`src/rtl/vlt_pkg.sv`:
```
// ----------------------------------------------------------------------------
// vlt_pkg
// shared types, constants and codes of the velocity limiter with timeout
// ----------------------------------------------------------------------------
package vlt_pkg;

   // field and register widths
   localparam int DATA_WIDTH      = 16;
   localparam int FRAC_BITS       = 12;
   localparam int LIM_WIDTH       = 15;
   localparam int TMO_WIDTH       = 16;
   localparam int STAMP_WIDTH     = 32;
   localparam int CSR_INDEX_WIDTH = 2;
   localparam int CSR_DATA_WIDTH  = 16;

   // register reset values
   localparam logic [LIM_WIDTH-1:0] MAX_LINEAR_RESET  = LIM_WIDTH'(1 << FRAC_BITS);
   localparam logic [LIM_WIDTH-1:0] MAX_ANGULAR_RESET = LIM_WIDTH'(2 << FRAC_BITS);
   localparam logic [TMO_WIDTH-1:0] TIMEOUT_RESET     = TMO_WIDTH'(500);

   // iteration lengths of the shared unit
   localparam int SQRT_STEPS = 16;
   localparam int DIV_STEPS  = 15;
   localparam int CNT_WIDTH  = 4;

   // function codes of an input word
   localparam logic FUNC_CMD   = 1'b0;
   localparam logic FUNC_CHECK = 1'b1;

   typedef enum logic [1:0] {
      ACT_NONE  = 2'd0,
      ACT_APPLY = 2'd1,
      ACT_STOP  = 2'd2
   } action_type;

   typedef enum logic [CSR_INDEX_WIDTH-1:0] {
      CSR_MAX_LINEAR  = 2'd0,
      CSR_MAX_ANGULAR = 2'd1,
      CSR_TIMEOUT     = 2'd2
   } csr_index_type;

   typedef struct packed {
      logic                         func;
      logic [STAMP_WIDTH-1:0]       now_ms;
      logic signed [DATA_WIDTH-1:0] vx;
      logic signed [DATA_WIDTH-1:0] vy;
      logic signed [DATA_WIDTH-1:0] wz;
   } req_type;

   typedef struct packed {
      action_type                   action;
      logic signed [DATA_WIDTH-1:0] vx_out;
      logic signed [DATA_WIDTH-1:0] vy_out;
      logic signed [DATA_WIDTH-1:0] wz_out;
      logic                         linear_limited;
      logic                         warn;
   } rsp_type;

   typedef enum logic [3:0] {
      ST_IDLE,
      ST_SQ_X,
      ST_SQ_Y,
      ST_SQ_LIM,
      ST_CMP,
      ST_SQRT,
      ST_MUL_X,
      ST_DIV_X,
      ST_MUL_Y,
      ST_DIV_Y,
      ST_DONE
   } state_type;

   typedef enum logic [3:0] {
      OP_NONE,
      OP_LOAD,
      OP_SQ_X,
      OP_SQ_Y,
      OP_SQ_LIM,
      OP_CMP,
      OP_SQRT,
      OP_MUL_X,
      OP_DIV_X,
      OP_MUL_Y,
      OP_DIV_Y
   } op_type;

   typedef struct packed {
      op_type op;
      logic   first;
   } ctrl_type;

endpackage

```
`src/rtl/vlt_seq.sv`:
```
// ----------------------------------------------------------------------------
// vlt_seq
// sequencer that steps the shared multiply and subtract unit
// ----------------------------------------------------------------------------
module vlt_seq (
   input  logic              clock,
   input  logic              reset,
   input  logic              req_valid,
   input  logic              req_func,
   input  logic              over_lim,
   input  logic              out_free,
   output logic              req_ready,
   output logic              rsp_load,
   output vlt_pkg::ctrl_type ctrl
);
   import vlt_pkg::*;

   state_type              state_ff, state_in;
   logic [CNT_WIDTH-1:0]   cnt_ff, cnt_in;
   logic                   start;
   logic                   sqrt_last;
   logic                   div_last;

   assign start     = req_valid && (state_ff == ST_IDLE);
   assign sqrt_last = (cnt_ff == CNT_WIDTH'(SQRT_STEPS - 1));
   assign div_last  = (cnt_ff == CNT_WIDTH'(DIV_STEPS - 1));

   // next state
   always_comb begin
      state_in = state_ff;
      cnt_in   = '0;
      unique case (state_ff)
         ST_IDLE: begin
            if (start) begin
               state_in = (req_func == FUNC_CHECK) ? ST_DONE : ST_SQ_X;
            end
         end
         ST_SQ_X:   state_in = ST_SQ_Y;
         ST_SQ_Y:   state_in = ST_SQ_LIM;
         ST_SQ_LIM: state_in = ST_CMP;
         ST_CMP:    state_in = over_lim ? ST_SQRT : ST_DONE;
         ST_SQRT: begin
            if (sqrt_last) begin
               state_in = ST_MUL_X;
            end else begin
               cnt_in = cnt_ff + 1'b1;
            end
         end
         ST_MUL_X:  state_in = ST_DIV_X;
         ST_DIV_X: begin
            if (div_last) begin
               state_in = ST_MUL_Y;
            end else begin
               cnt_in = cnt_ff + 1'b1;
            end
         end
         ST_MUL_Y:  state_in = ST_DIV_Y;
         ST_DIV_Y: begin
            if (div_last) begin
               state_in = ST_DONE;
            end else begin
               cnt_in = cnt_ff + 1'b1;
            end
         end
         ST_DONE: begin
            if (out_free) begin
               state_in = ST_IDLE;
            end
         end
         default: state_in = ST_IDLE;
      endcase
   end

   // outputs
   always_comb begin
      req_ready  = 1'b0;
      rsp_load   = 1'b0;
      ctrl.op    = OP_NONE;
      ctrl.first = (cnt_ff == '0);
      unique case (state_ff)
         ST_IDLE: begin
            req_ready = 1'b1;
            if (start && (req_func == FUNC_CMD)) begin
               ctrl.op = OP_LOAD;
            end
         end
         ST_SQ_X:   ctrl.op = OP_SQ_X;
         ST_SQ_Y:   ctrl.op = OP_SQ_Y;
         ST_SQ_LIM: ctrl.op = OP_SQ_LIM;
         ST_CMP:    ctrl.op = OP_CMP;
         ST_SQRT:   ctrl.op = OP_SQRT;
         ST_MUL_X:  ctrl.op = OP_MUL_X;
         ST_DIV_X:  ctrl.op = OP_DIV_X;
         ST_MUL_Y:  ctrl.op = OP_MUL_Y;
         ST_DIV_Y:  ctrl.op = OP_DIV_Y;
         ST_DONE:   rsp_load = out_free;
         default:   ctrl.op = OP_NONE;
      endcase
   end

   always_ff @(posedge clock) begin
      if (reset) begin
         state_ff <= ST_IDLE;
         cnt_ff   <= '0;
      end else begin
         state_ff <= state_in;
         cnt_ff   <= cnt_in;
      end
   end

endmodule

```
`src/rtl/vlt_dpath.sv`:
```
// ----------------------------------------------------------------------------
// vlt_dpath
// working registers around one multiplier and one subtractor
// ----------------------------------------------------------------------------
module vlt_dpath (
   input  logic                                      clock,
   input  vlt_pkg::ctrl_type                         ctrl,
   input  vlt_pkg::req_type                          req_data,
   input  logic [vlt_pkg::LIM_WIDTH-1:0]             max_linear,
   input  logic [vlt_pkg::LIM_WIDTH-1:0]             max_angular,
   output logic                                      over_lim,
   output logic signed [vlt_pkg::DATA_WIDTH-1:0]     vx_res,
   output logic signed [vlt_pkg::DATA_WIDTH-1:0]     vy_res,
   output logic signed [vlt_pkg::DATA_WIDTH-1:0]     wz_res,
   output logic                                      lim_flag
);
   import vlt_pkg::*;

   localparam int PROD_WIDTH = 2 * DATA_WIDTH;
   localparam int REM_WIDTH  = DATA_WIDTH + 2;
   localparam int QUO_WIDTH  = LIM_WIDTH;

   logic signed [DATA_WIDTH-1:0] vx_ff, vx_in, vy_ff, vy_in, wz_ff, wz_in;
   logic [PROD_WIDTH-1:0]        prod_ff, prod_in, acc_ff, acc_in;
   logic [REM_WIDTH-1:0]         rem_ff, rem_in;
   logic [DATA_WIDTH-1:0]        root_ff, root_in;
   logic [QUO_WIDTH-1:0]         quo_ff, quo_in, qx_ff, qx_in;
   logic                         lim_flag_ff, lim_flag_in;

   logic [DATA_WIDTH-1:0]        ax, ay, lim;
   logic [DATA_WIDTH-1:0]        mul_a, mul_b;
   logic [PROD_WIDTH-1:0]        mul_p;
   logic [REM_WIDTH-1:0]         sub_a, sub_b;
   logic [REM_WIDTH:0]           sub_d;
   logic                         ge;
   logic signed [DATA_WIDTH-1:0] sx, sy;

   function automatic logic [DATA_WIDTH-1:0] abs_val(input logic [DATA_WIDTH-1:0] v);
      return v[DATA_WIDTH-1] ? (~v + DATA_WIDTH'(1)) : v;
   endfunction

   function automatic logic signed [DATA_WIDTH-1:0] clamp_sym(
      input logic signed [DATA_WIDTH-1:0] v,
      input logic [LIM_WIDTH-1:0]         l
   );
      logic signed [DATA_WIDTH:0] v_w;
      logic signed [DATA_WIDTH:0] l_w;
      v_w = $signed({v[DATA_WIDTH-1], v});
      l_w = $signed({{(DATA_WIDTH + 1 - LIM_WIDTH){1'b0}}, l});
      if (v_w > l_w) begin
         return l_w[DATA_WIDTH-1:0];
      end else if (v_w < -l_w) begin
         return DATA_WIDTH'(-l_w);
      end
      return v;
   endfunction

   assign ax  = abs_val(vx_ff);
   assign ay  = abs_val(vy_ff);
   assign lim = {{(DATA_WIDTH - LIM_WIDTH){1'b0}}, max_linear};

   // shared multiplier operand select
   always_comb begin
      mul_a = lim;
      mul_b = lim;
      case (ctrl.op)
         OP_SQ_X:  begin mul_a = ax; mul_b = ax; end
         OP_SQ_Y:  begin mul_a = ay; mul_b = ay; end
         OP_MUL_X: mul_a = ax;
         OP_MUL_Y: mul_a = ay;
         default:  mul_a = lim;
      endcase
   end

   assign mul_p = mul_a * mul_b;

   // shared subtractor: square root digit or divide step
   always_comb begin
      if (ctrl.op == OP_SQRT) begin
         sub_a = {rem_ff[DATA_WIDTH-1:0], acc_ff[PROD_WIDTH-1 -: 2]};
         sub_b = {root_ff, 2'b01};
      end else begin
         sub_a = ctrl.first ? {2'b00, prod_ff[2*LIM_WIDTH-1 -: DATA_WIDTH]}
                            : {rem_ff[REM_WIDTH-2:0], acc_ff[PROD_WIDTH-1]};
         sub_b = {2'b00, root_ff};
      end
   end

   assign sub_d    = {1'b0, sub_a} - {1'b0, sub_b};
   assign ge       = ~sub_d[REM_WIDTH];
   assign over_lim = (acc_ff > prod_ff);

   always_comb begin
      vx_in       = vx_ff;
      vy_in       = vy_ff;
      wz_in       = wz_ff;
      prod_in     = prod_ff;
      acc_in      = acc_ff;
      rem_in      = rem_ff;
      root_in     = root_ff;
      quo_in      = quo_ff;
      qx_in       = qx_ff;
      lim_flag_in = lim_flag_ff;
      case (ctrl.op) inside
         OP_LOAD: begin
            vx_in       = req_data.vx;
            vy_in       = req_data.vy;
            wz_in       = req_data.wz;
            lim_flag_in = 1'b0;
         end
         OP_SQ_X: prod_in = mul_p;
         OP_SQ_Y: begin
            prod_in = mul_p;
            acc_in  = prod_ff;
         end
         OP_SQ_LIM: begin
            prod_in = mul_p;
            acc_in  = acc_ff + prod_ff;
         end
         OP_CMP: begin
            lim_flag_in = over_lim;
            rem_in      = '0;
            root_in     = '0;
         end
         OP_SQRT: begin
            rem_in  = ge ? sub_d[REM_WIDTH-1:0] : sub_a;
            root_in = {root_ff[DATA_WIDTH-2:0], ge};
            acc_in  = {acc_ff[PROD_WIDTH-3:0], 2'b00};
         end
         OP_MUL_X: prod_in = mul_p;
         OP_MUL_Y: begin
            prod_in = mul_p;
            qx_in   = quo_ff;
         end
         OP_DIV_X, OP_DIV_Y: begin
            rem_in = ge ? sub_d[REM_WIDTH-1:0] : sub_a;
            quo_in = {quo_ff[QUO_WIDTH-2:0], ge};
            acc_in = ctrl.first ? {prod_ff[QUO_WIDTH-2:0], {(PROD_WIDTH-QUO_WIDTH+1){1'b0}}}
                                : {acc_ff[PROD_WIDTH-2:0], 1'b0};
         end
         default: lim_flag_in = lim_flag_ff;
      endcase
   end

   always_ff @(posedge clock) begin
      vx_ff       <= vx_in;
      vy_ff       <= vy_in;
      wz_ff       <= wz_in;
      prod_ff     <= prod_in;
      acc_ff      <= acc_in;
      rem_ff      <= rem_in;
      root_ff     <= root_in;
      quo_ff      <= quo_in;
      qx_ff       <= qx_in;
      lim_flag_ff <= lim_flag_in;
   end

   // scaled magnitudes take the sign of the command back
   always_comb begin
      sx = vx_ff;
      sy = vy_ff;
      if (lim_flag_ff) begin
         sx = vx_ff[DATA_WIDTH-1] ? -$signed({1'b0, qx_ff}) : $signed({1'b0, qx_ff});
         sy = vy_ff[DATA_WIDTH-1] ? -$signed({1'b0, quo_ff}) : $signed({1'b0, quo_ff});
      end
   end

   assign vx_res   = clamp_sym(sx, max_linear);
   assign vy_res   = clamp_sym(sy, max_linear);
   assign wz_res   = clamp_sym(wz_ff, max_angular);
   assign lim_flag = lim_flag_ff;

endmodule

```
`src/rtl/velocity_limiter_with_timeout_core.sv`:
```
// ----------------------------------------------------------------------------
// velocity_limiter_with_timeout_core
// velocity command limiter with a command watchdog
// ----------------------------------------------------------------------------
// each input word is a velocity command or a watchdog check and yields exactly
// one result word. an accepted command runs through the shared multiplier
// and subtractor: three squarings, one compare, and, when the vector is over
// the linear limit, a 16-step floor square root and two 15-step restoring
// divides. a check word goes straight to the result, and a command within the
// limit skips the square root and divides, so a limited command takes longest.
// a finished result waits until the output register is free; once it is
// loaded there, a new word is accepted while it waits to be taken.
// configuration writes are registered directly from the csr port.
module velocity_limiter_with_timeout_core (
   input  logic                                   clock,
   input  logic                                   reset,
   input  logic                                   req_valid,
   output logic                                   req_ready,
   input  vlt_pkg::req_type                       req_data,
   output logic                                   rsp_valid,
   input  logic                                   rsp_ready,
   output vlt_pkg::rsp_type                       rsp_data,
   input  logic                                   csr_we,
   input  logic [vlt_pkg::CSR_INDEX_WIDTH-1:0]    csr_index,
   input  logic [vlt_pkg::CSR_DATA_WIDTH-1:0]     csr_wdata
);
   import vlt_pkg::*;

   // configuration registers
   logic [LIM_WIDTH-1:0]   max_linear_ff, max_linear_in;
   logic [LIM_WIDTH-1:0]   max_angular_ff, max_angular_in;
   logic [TMO_WIDTH-1:0]   timeout_ff, timeout_in;

   // watchdog state
   logic [STAMP_WIDTH-1:0] last_stamp_ff, last_stamp_in;
   logic                   warned_ff, warned_in;

   // pending word kind and check result, held until the result is loaded
   logic                   func_ff, func_in;
   logic                   chk_stop_ff, chk_stop_in;
   logic                   chk_warn_ff, chk_warn_in;

   // output register
   rsp_type                rsp_ff, rsp_in;
   logic                   rsp_valid_ff, rsp_valid_in;

   logic                   accept;
   logic                   out_free;
   logic                   rsp_load;
   logic                   over_lim;
   logic                   stop;
   logic [STAMP_WIDTH-1:0] elapsed;
   ctrl_type               ctrl;
   logic signed [DATA_WIDTH-1:0] vx_res, vy_res, wz_res;
   logic                   lim_flag;

   assign accept   = req_valid && req_ready;
   assign out_free = !rsp_valid_ff || rsp_ready;

   vlt_seq u_seq (
      .clock     (clock),
      .reset     (reset),
      .req_valid (req_valid),
      .req_func  (req_data.func),
      .over_lim  (over_lim),
      .out_free  (out_free),
      .req_ready (req_ready),
      .rsp_load  (rsp_load),
      .ctrl      (ctrl)
   );

   vlt_dpath u_dpath (
      .clock       (clock),
      .ctrl        (ctrl),
      .req_data    (req_data),
      .max_linear  (max_linear_ff),
      .max_angular (max_angular_ff),
      .over_lim    (over_lim),
      .vx_res      (vx_res),
      .vy_res      (vy_res),
      .wz_res      (wz_res),
      .lim_flag    (lim_flag)
   );

   // csr write decode, writes past the last register are dropped
   always_comb begin
      max_linear_in  = max_linear_ff;
      max_angular_in = max_angular_ff;
      timeout_in     = timeout_ff;
      if (csr_we) begin
         unique case (csr_index)
            CSR_MAX_LINEAR:  max_linear_in  = csr_wdata[LIM_WIDTH-1:0];
            CSR_MAX_ANGULAR: max_angular_in = csr_wdata[LIM_WIDTH-1:0];
            CSR_TIMEOUT:     timeout_in     = csr_wdata[TMO_WIDTH-1:0];
            default:         timeout_in     = timeout_ff;
         endcase
      end
   end

   // watchdog: elapsed time wraps modulo 2^32, a zero stamp means disarmed
   assign elapsed = req_data.now_ms - last_stamp_ff;
   assign stop    = (last_stamp_ff != '0) &&
                    (elapsed > {{(STAMP_WIDTH - TMO_WIDTH){1'b0}}, timeout_ff});

   always_comb begin
      last_stamp_in = last_stamp_ff;
      warned_in     = warned_ff;
      func_in       = func_ff;
      chk_stop_in   = chk_stop_ff;
      chk_warn_in   = chk_warn_ff;
      if (accept) begin
         func_in = req_data.func;
         if (req_data.func == FUNC_CMD) begin
            last_stamp_in = req_data.now_ms;
         end else begin
            chk_stop_in = stop;
            chk_warn_in = stop && !warned_ff;
            warned_in   = warned_ff || stop;
         end
      end
   end

   // result assembly into the output register
   always_comb begin
      rsp_in       = rsp_ff;
      rsp_valid_in = rsp_valid_ff && !rsp_ready;
      if (rsp_load) begin
         rsp_valid_in = 1'b1;
         if (func_ff == FUNC_CMD) begin
            rsp_in.action         = ACT_APPLY;
            rsp_in.vx_out         = vx_res;
            rsp_in.vy_out         = vy_res;
            rsp_in.wz_out         = wz_res;
            rsp_in.linear_limited = lim_flag;
            rsp_in.warn           = 1'b0;
         end else begin
            rsp_in.action         = chk_stop_ff ? ACT_STOP : ACT_NONE;
            rsp_in.vx_out         = '0;
            rsp_in.vy_out         = '0;
            rsp_in.wz_out         = '0;
            rsp_in.linear_limited = 1'b0;
            rsp_in.warn           = chk_warn_ff;
         end
      end
   end

   always_ff @(posedge clock) begin
      if (reset) begin
         max_linear_ff  <= MAX_LINEAR_RESET;
         max_angular_ff <= MAX_ANGULAR_RESET;
         timeout_ff     <= TIMEOUT_RESET;
         last_stamp_ff  <= '0;
         warned_ff      <= 1'b0;
         func_ff        <= FUNC_CMD;
         chk_stop_ff    <= 1'b0;
         chk_warn_ff    <= 1'b0;
         rsp_valid_ff   <= 1'b0;
      end else begin
         max_linear_ff  <= max_linear_in;
         max_angular_ff <= max_angular_in;
         timeout_ff     <= timeout_in;
         last_stamp_ff  <= last_stamp_in;
         warned_ff      <= warned_in;
         func_ff        <= func_in;
         chk_stop_ff    <= chk_stop_in;
         chk_warn_ff    <= chk_warn_in;
         rsp_valid_ff   <= rsp_valid_in;
      end
   end

   // payload register, no reset
   always_ff @(posedge clock) begin
      rsp_ff <= rsp_in;
   end

   assign rsp_valid = rsp_valid_ff;
   assign rsp_data  = rsp_ff;

   // one word at a time: an accepted word keeps the block busy next cycle
   a_busy_after_accept: assert property (@(posedge clock) disable iff (reset)
      accept |=> !req_ready)
      else $error("block ready right after accepting a word");

   // a warning only ever comes with a stop order
   a_warn_is_stop: assert property (@(posedge clock) disable iff (reset)
      rsp_valid && rsp_data.warn |-> rsp_data.action == ACT_STOP)
      else $error("warning without stop order");

   // once warned, never warned again until reset
   a_warned_sticky: assert property (@(posedge clock) disable iff (reset)
      warned_ff |=> warned_ff)
      else $error("warned flag cleared without reset");

   // non-command results carry zero velocity fields
   a_check_zero: assert property (@(posedge clock) disable iff (reset)
      rsp_valid && (rsp_data.action != ACT_APPLY) |->
         (rsp_data.vx_out == '0) && (rsp_data.vy_out == '0) &&
         (rsp_data.wz_out == '0) && !rsp_data.linear_limited)
      else $error("check result with nonzero velocity fields");

endmodule

```
`config.mk`:
```
export PLATFORM = sky130hd
export DESIGN_NAME = velocity_limiter_with_timeout_core
export DESIGN_NICKNAME = d
export VERILOG_FILES = /design/src/rtl/vlt_pkg.sv /design/src/rtl/vlt_seq.sv /design/src/rtl/vlt_dpath.sv /design/src/rtl/velocity_limiter_with_timeout_core.sv
export SDC_FILE = /design/constraint.sdc
export NUM_CORES = 2
export LEC_CHECK = 0
export BUFFER_PORTS_ARGS = -buffer_cell sky130_fd_sc_hd__buf_2
export CAP_MARGIN = 20
export CORE_MARGIN = 4
export CORE_UTILIZATION = 58
export DETAILED_ROUTE_END_ITERATION = 8
export PLACE_DENSITY = 0.73
export SETUP_SLACK_MARGIN = 0.3
export SLEW_MARGIN = 10
export SYNTH_ARGS = -nofsm -noshare
export SYNTH_HDL_FRONTEND = slang
export SYNTH_SLANG_ARGS = --single-unit
```
`constraint.sdc`:
```
create_clock -name clock -period 9.96 [get_ports clock]
set_input_delay 1.992 -clock clock [delete_from_list [all_inputs] [get_ports clock]]
set_output_delay 1.992 -clock clock [all_outputs]
set_load 0.01 [all_outputs]
```
==> out/metrics.cfg <==
[status]
status=completed

[setup_path]
crit_end=u_dpath.prod_ff[30]$_DFFE_PP_
r2r_slack_ns=1.19
critPathTopFamily=adder cells
cp.arrival_ns=9.10
cp_slowest_stage_delay_ns=0.79
startpoint=u_seq.state_ff[1]$_SDFFE_PP0P_
cp_max_fo=22
cp-end-kind=flip-flop
cpMostUsedCell=fa_1
reg2reg_to=u_dpath.prod_ff[30]$_DFFE_PP_
cp.buffers_inverters=3
r2r.worst_path.cells=25
r2r_start=u_seq.state_ff[1]$_SDFFE_PP0P_
crit_path_start_kind=flip-flop
cp.depth=25
crit_slowest_cell=dfxtp_1
cp.required_ns=10.28
path_class=reg -> reg

[detailed_routing]
drc_errors=0
antenna_left=0
totalWireLength_um=90900
vias=27400
drt_first_pass_iters=6
wl_met1_um=37800
vias_per_cell=6.07
top_layer=met5
drtIter0Drc=2351
wl_per_cell_um=20.1
routed-wl-met3_um=6780
dr_wl_met2_um=42500

[final_layout]
instances_no_fill=4518
syn2layout_area_growth_pct=9.41
drive_gt1_frac=0.0906
postLayoutCoreUtil=0.645
final_net_count=4430

[synthesis]
synth_area_leaders=edfxtp_1 21%, ha_1 13%, fa_1 12%
synth_xor_area_frac=0.0424
yosysWarningCount=0
synth_top_area_share=0.213
yosysTopAreaCell=edfxtp_1
synth-compound-area-share=0.169
syn_inst=3669
ys_top_cells_by_count=445 x nand2_1, 416 x inv_1, 335 x ha_1
synth.avg_cell_area_um2=8.72
synth-simple-area-share=0.162
synthMuxAreaShare=0.0344
async_flop_share=0
ys_seq_area_frac=0.271
synth-edff-count=227
ys_seq_elements=319
synth_most_common_cell=nand2_1
syn_area_um2=32000
synthAdderAreaFrac=0.254
synth_top_family_by_area=adder cells
synth_top_flop_cell=edfxtp_1
yosysUniqueCellTypes=89

[clock_network]
hold_buffers=0
cts.path.max_buffers=3
cts_tree=built
cts_sinks=319
cts-root-buf=clkbuf_16
clk_pin_slew_ns=0.06
clk_latency_ns=0.57
cts-htree-levels=2
post_cts_buffers=0
cts_resized=0
cts_made_buffers=37

[floorplan]
die_y_um=243
row_count=85
initial_utilization=0.590
core-area_um2=54200
ioPinCount=158
fp.dieW_um=243
die_area_um2=59000

[sta]
hold_viol=0
fin_crit_ns=8.77
finalClockSkew_ns=0.0287
fin_crit_sh=0.881
slew_violations=0
setup_viol=0
fmax_ghz=0.114
worst_pin_slew_ns=1.22
setup-tns-final_ns=0
slew_headroom=0.174
rsz0062_at_grt=false

[global_route]
track_usage=0.302
grt_pass1_vias=26600
grt_first_pass_wirelength_um=144000
grt_max_degree=84
overflow=0
antenna_found_initial=3

[job]
drv_cap=0

[place]
port_buffers=157
place_hpwl_um=70400
placed_cells=4451
gp_congestion=0.978

[worst_hold_path]
hold_path.class=reg -> reg

[per-layer routing]
layer	vias to the layer above	track usage
met4	2	0.113
met2	1054	0.501
met5	-	0
met1	13100	0.403
li1	13000	-
met3	216	0.0468
[stage by stage]
step / hold WS (ns) / setup slack, ns / instance area (µm²)
2_1_floorplan: 0.428 / 0.845 / 32000
3_3_place_gp: 0.443 / 0.792 / 33700
3_5_place_dp: 0.447 / 0.665 / 33700
4_1_cts: 0.454 / 1.24 / 35000
5_1_grt: 0.477 / 0.749 / 35000
6_report: 0.456 / 1.19 / 35000
[registers in the layout, indices dropped and copies added (netlist names), 17 cells and up]
signal	cells
rsp_data	52
u_dpath.prod_ff	32
last_stamp_ff	32
u_dpath.rem_ff	17
u_dpath.acc_ff	32
[cell type report]
class,count,area [µm²]
Antenna cell,2,5.00
Clock buffer,47,1050
Clock inverter,18,249
Fill cell,4679,19200
Inverter,422,1590
Multi-Input combinational cell,2785,21300
Sequential cell,319,8660
Tap cell,696,871
Timing Repair Buffer,229,1330
[tightest hold or removal path, cell delays in order (launching register included)]
cell and delay [ns]:
dfxtp_1 0.31, nand2_1 0.05, a21oi_1 0.05
[cell families (layout without fill, tap and decap cells)]
kind of cell,count (synthesis),count (layout)
flip-flops,319,319
XOR/XNOR,155,155
multiplexers,108,108
AND/OR/NAND/NOR,1130,1130
AO/OA/AOI/OAI,853,853
other,2,9
buffers and inverters,570,716
adder cells (fa/ha/maj),532,532
[layout by cell type, fill, tap and decap left out, drive strengths merged, types with 48 or more instances in the layout]
cell | synthesis | routed
nand2 | 445 | 445
inv | 416 | 419
ha | 335 | 335
a21oi | 306 | 306
nor2 | 287 | 287
buf | 14 | 229
edfxtp | 227 | 227
fa | 197 | 197
o21ai | 152 | 152
mux2i | 96 | 96
dfxtp | 92 | 92
xnor2 | 88 | 88
nor3 | 76 | 76
xor2 | 67 | 67
nor2b | 50 | 50
nand3 | 48 | 48
[worst min-delay path by stage]
stage / startpoint / end / depth (start not counted)
after CTS: timeout_ff[10]$_SDFFE_PP0P_ / timeout_ff[10]$_SDFFE_PP0P_ / 2
final: timeout_ff[10]$_SDFFE_PP0P_ / timeout_ff[10]$_SDFFE_PP0P_ / 2
after floorplan: chk_stop_ff$_SDFFE_PP0P_ / chk_stop_ff$_SDFFE_PP0P_ / 2
after global routing: timeout_ff[11]$_SDFFE_PP0P_ / timeout_ff[11]$_SDFFE_PP0P_ / 2
after global placement: timeout_ff[10]$_SDFFE_PP0P_ / timeout_ff[10]$_SDFFE_PP0P_ / 2
after detailed placement: timeout_ff[10]$_SDFFE_PP0P_ / timeout_ff[10]$_SDFFE_PP0P_ / 2
Power is left out: the tool's default activity adds up to more than one toggle a clock period on the data nets, which glitch-free logic cannot reach.
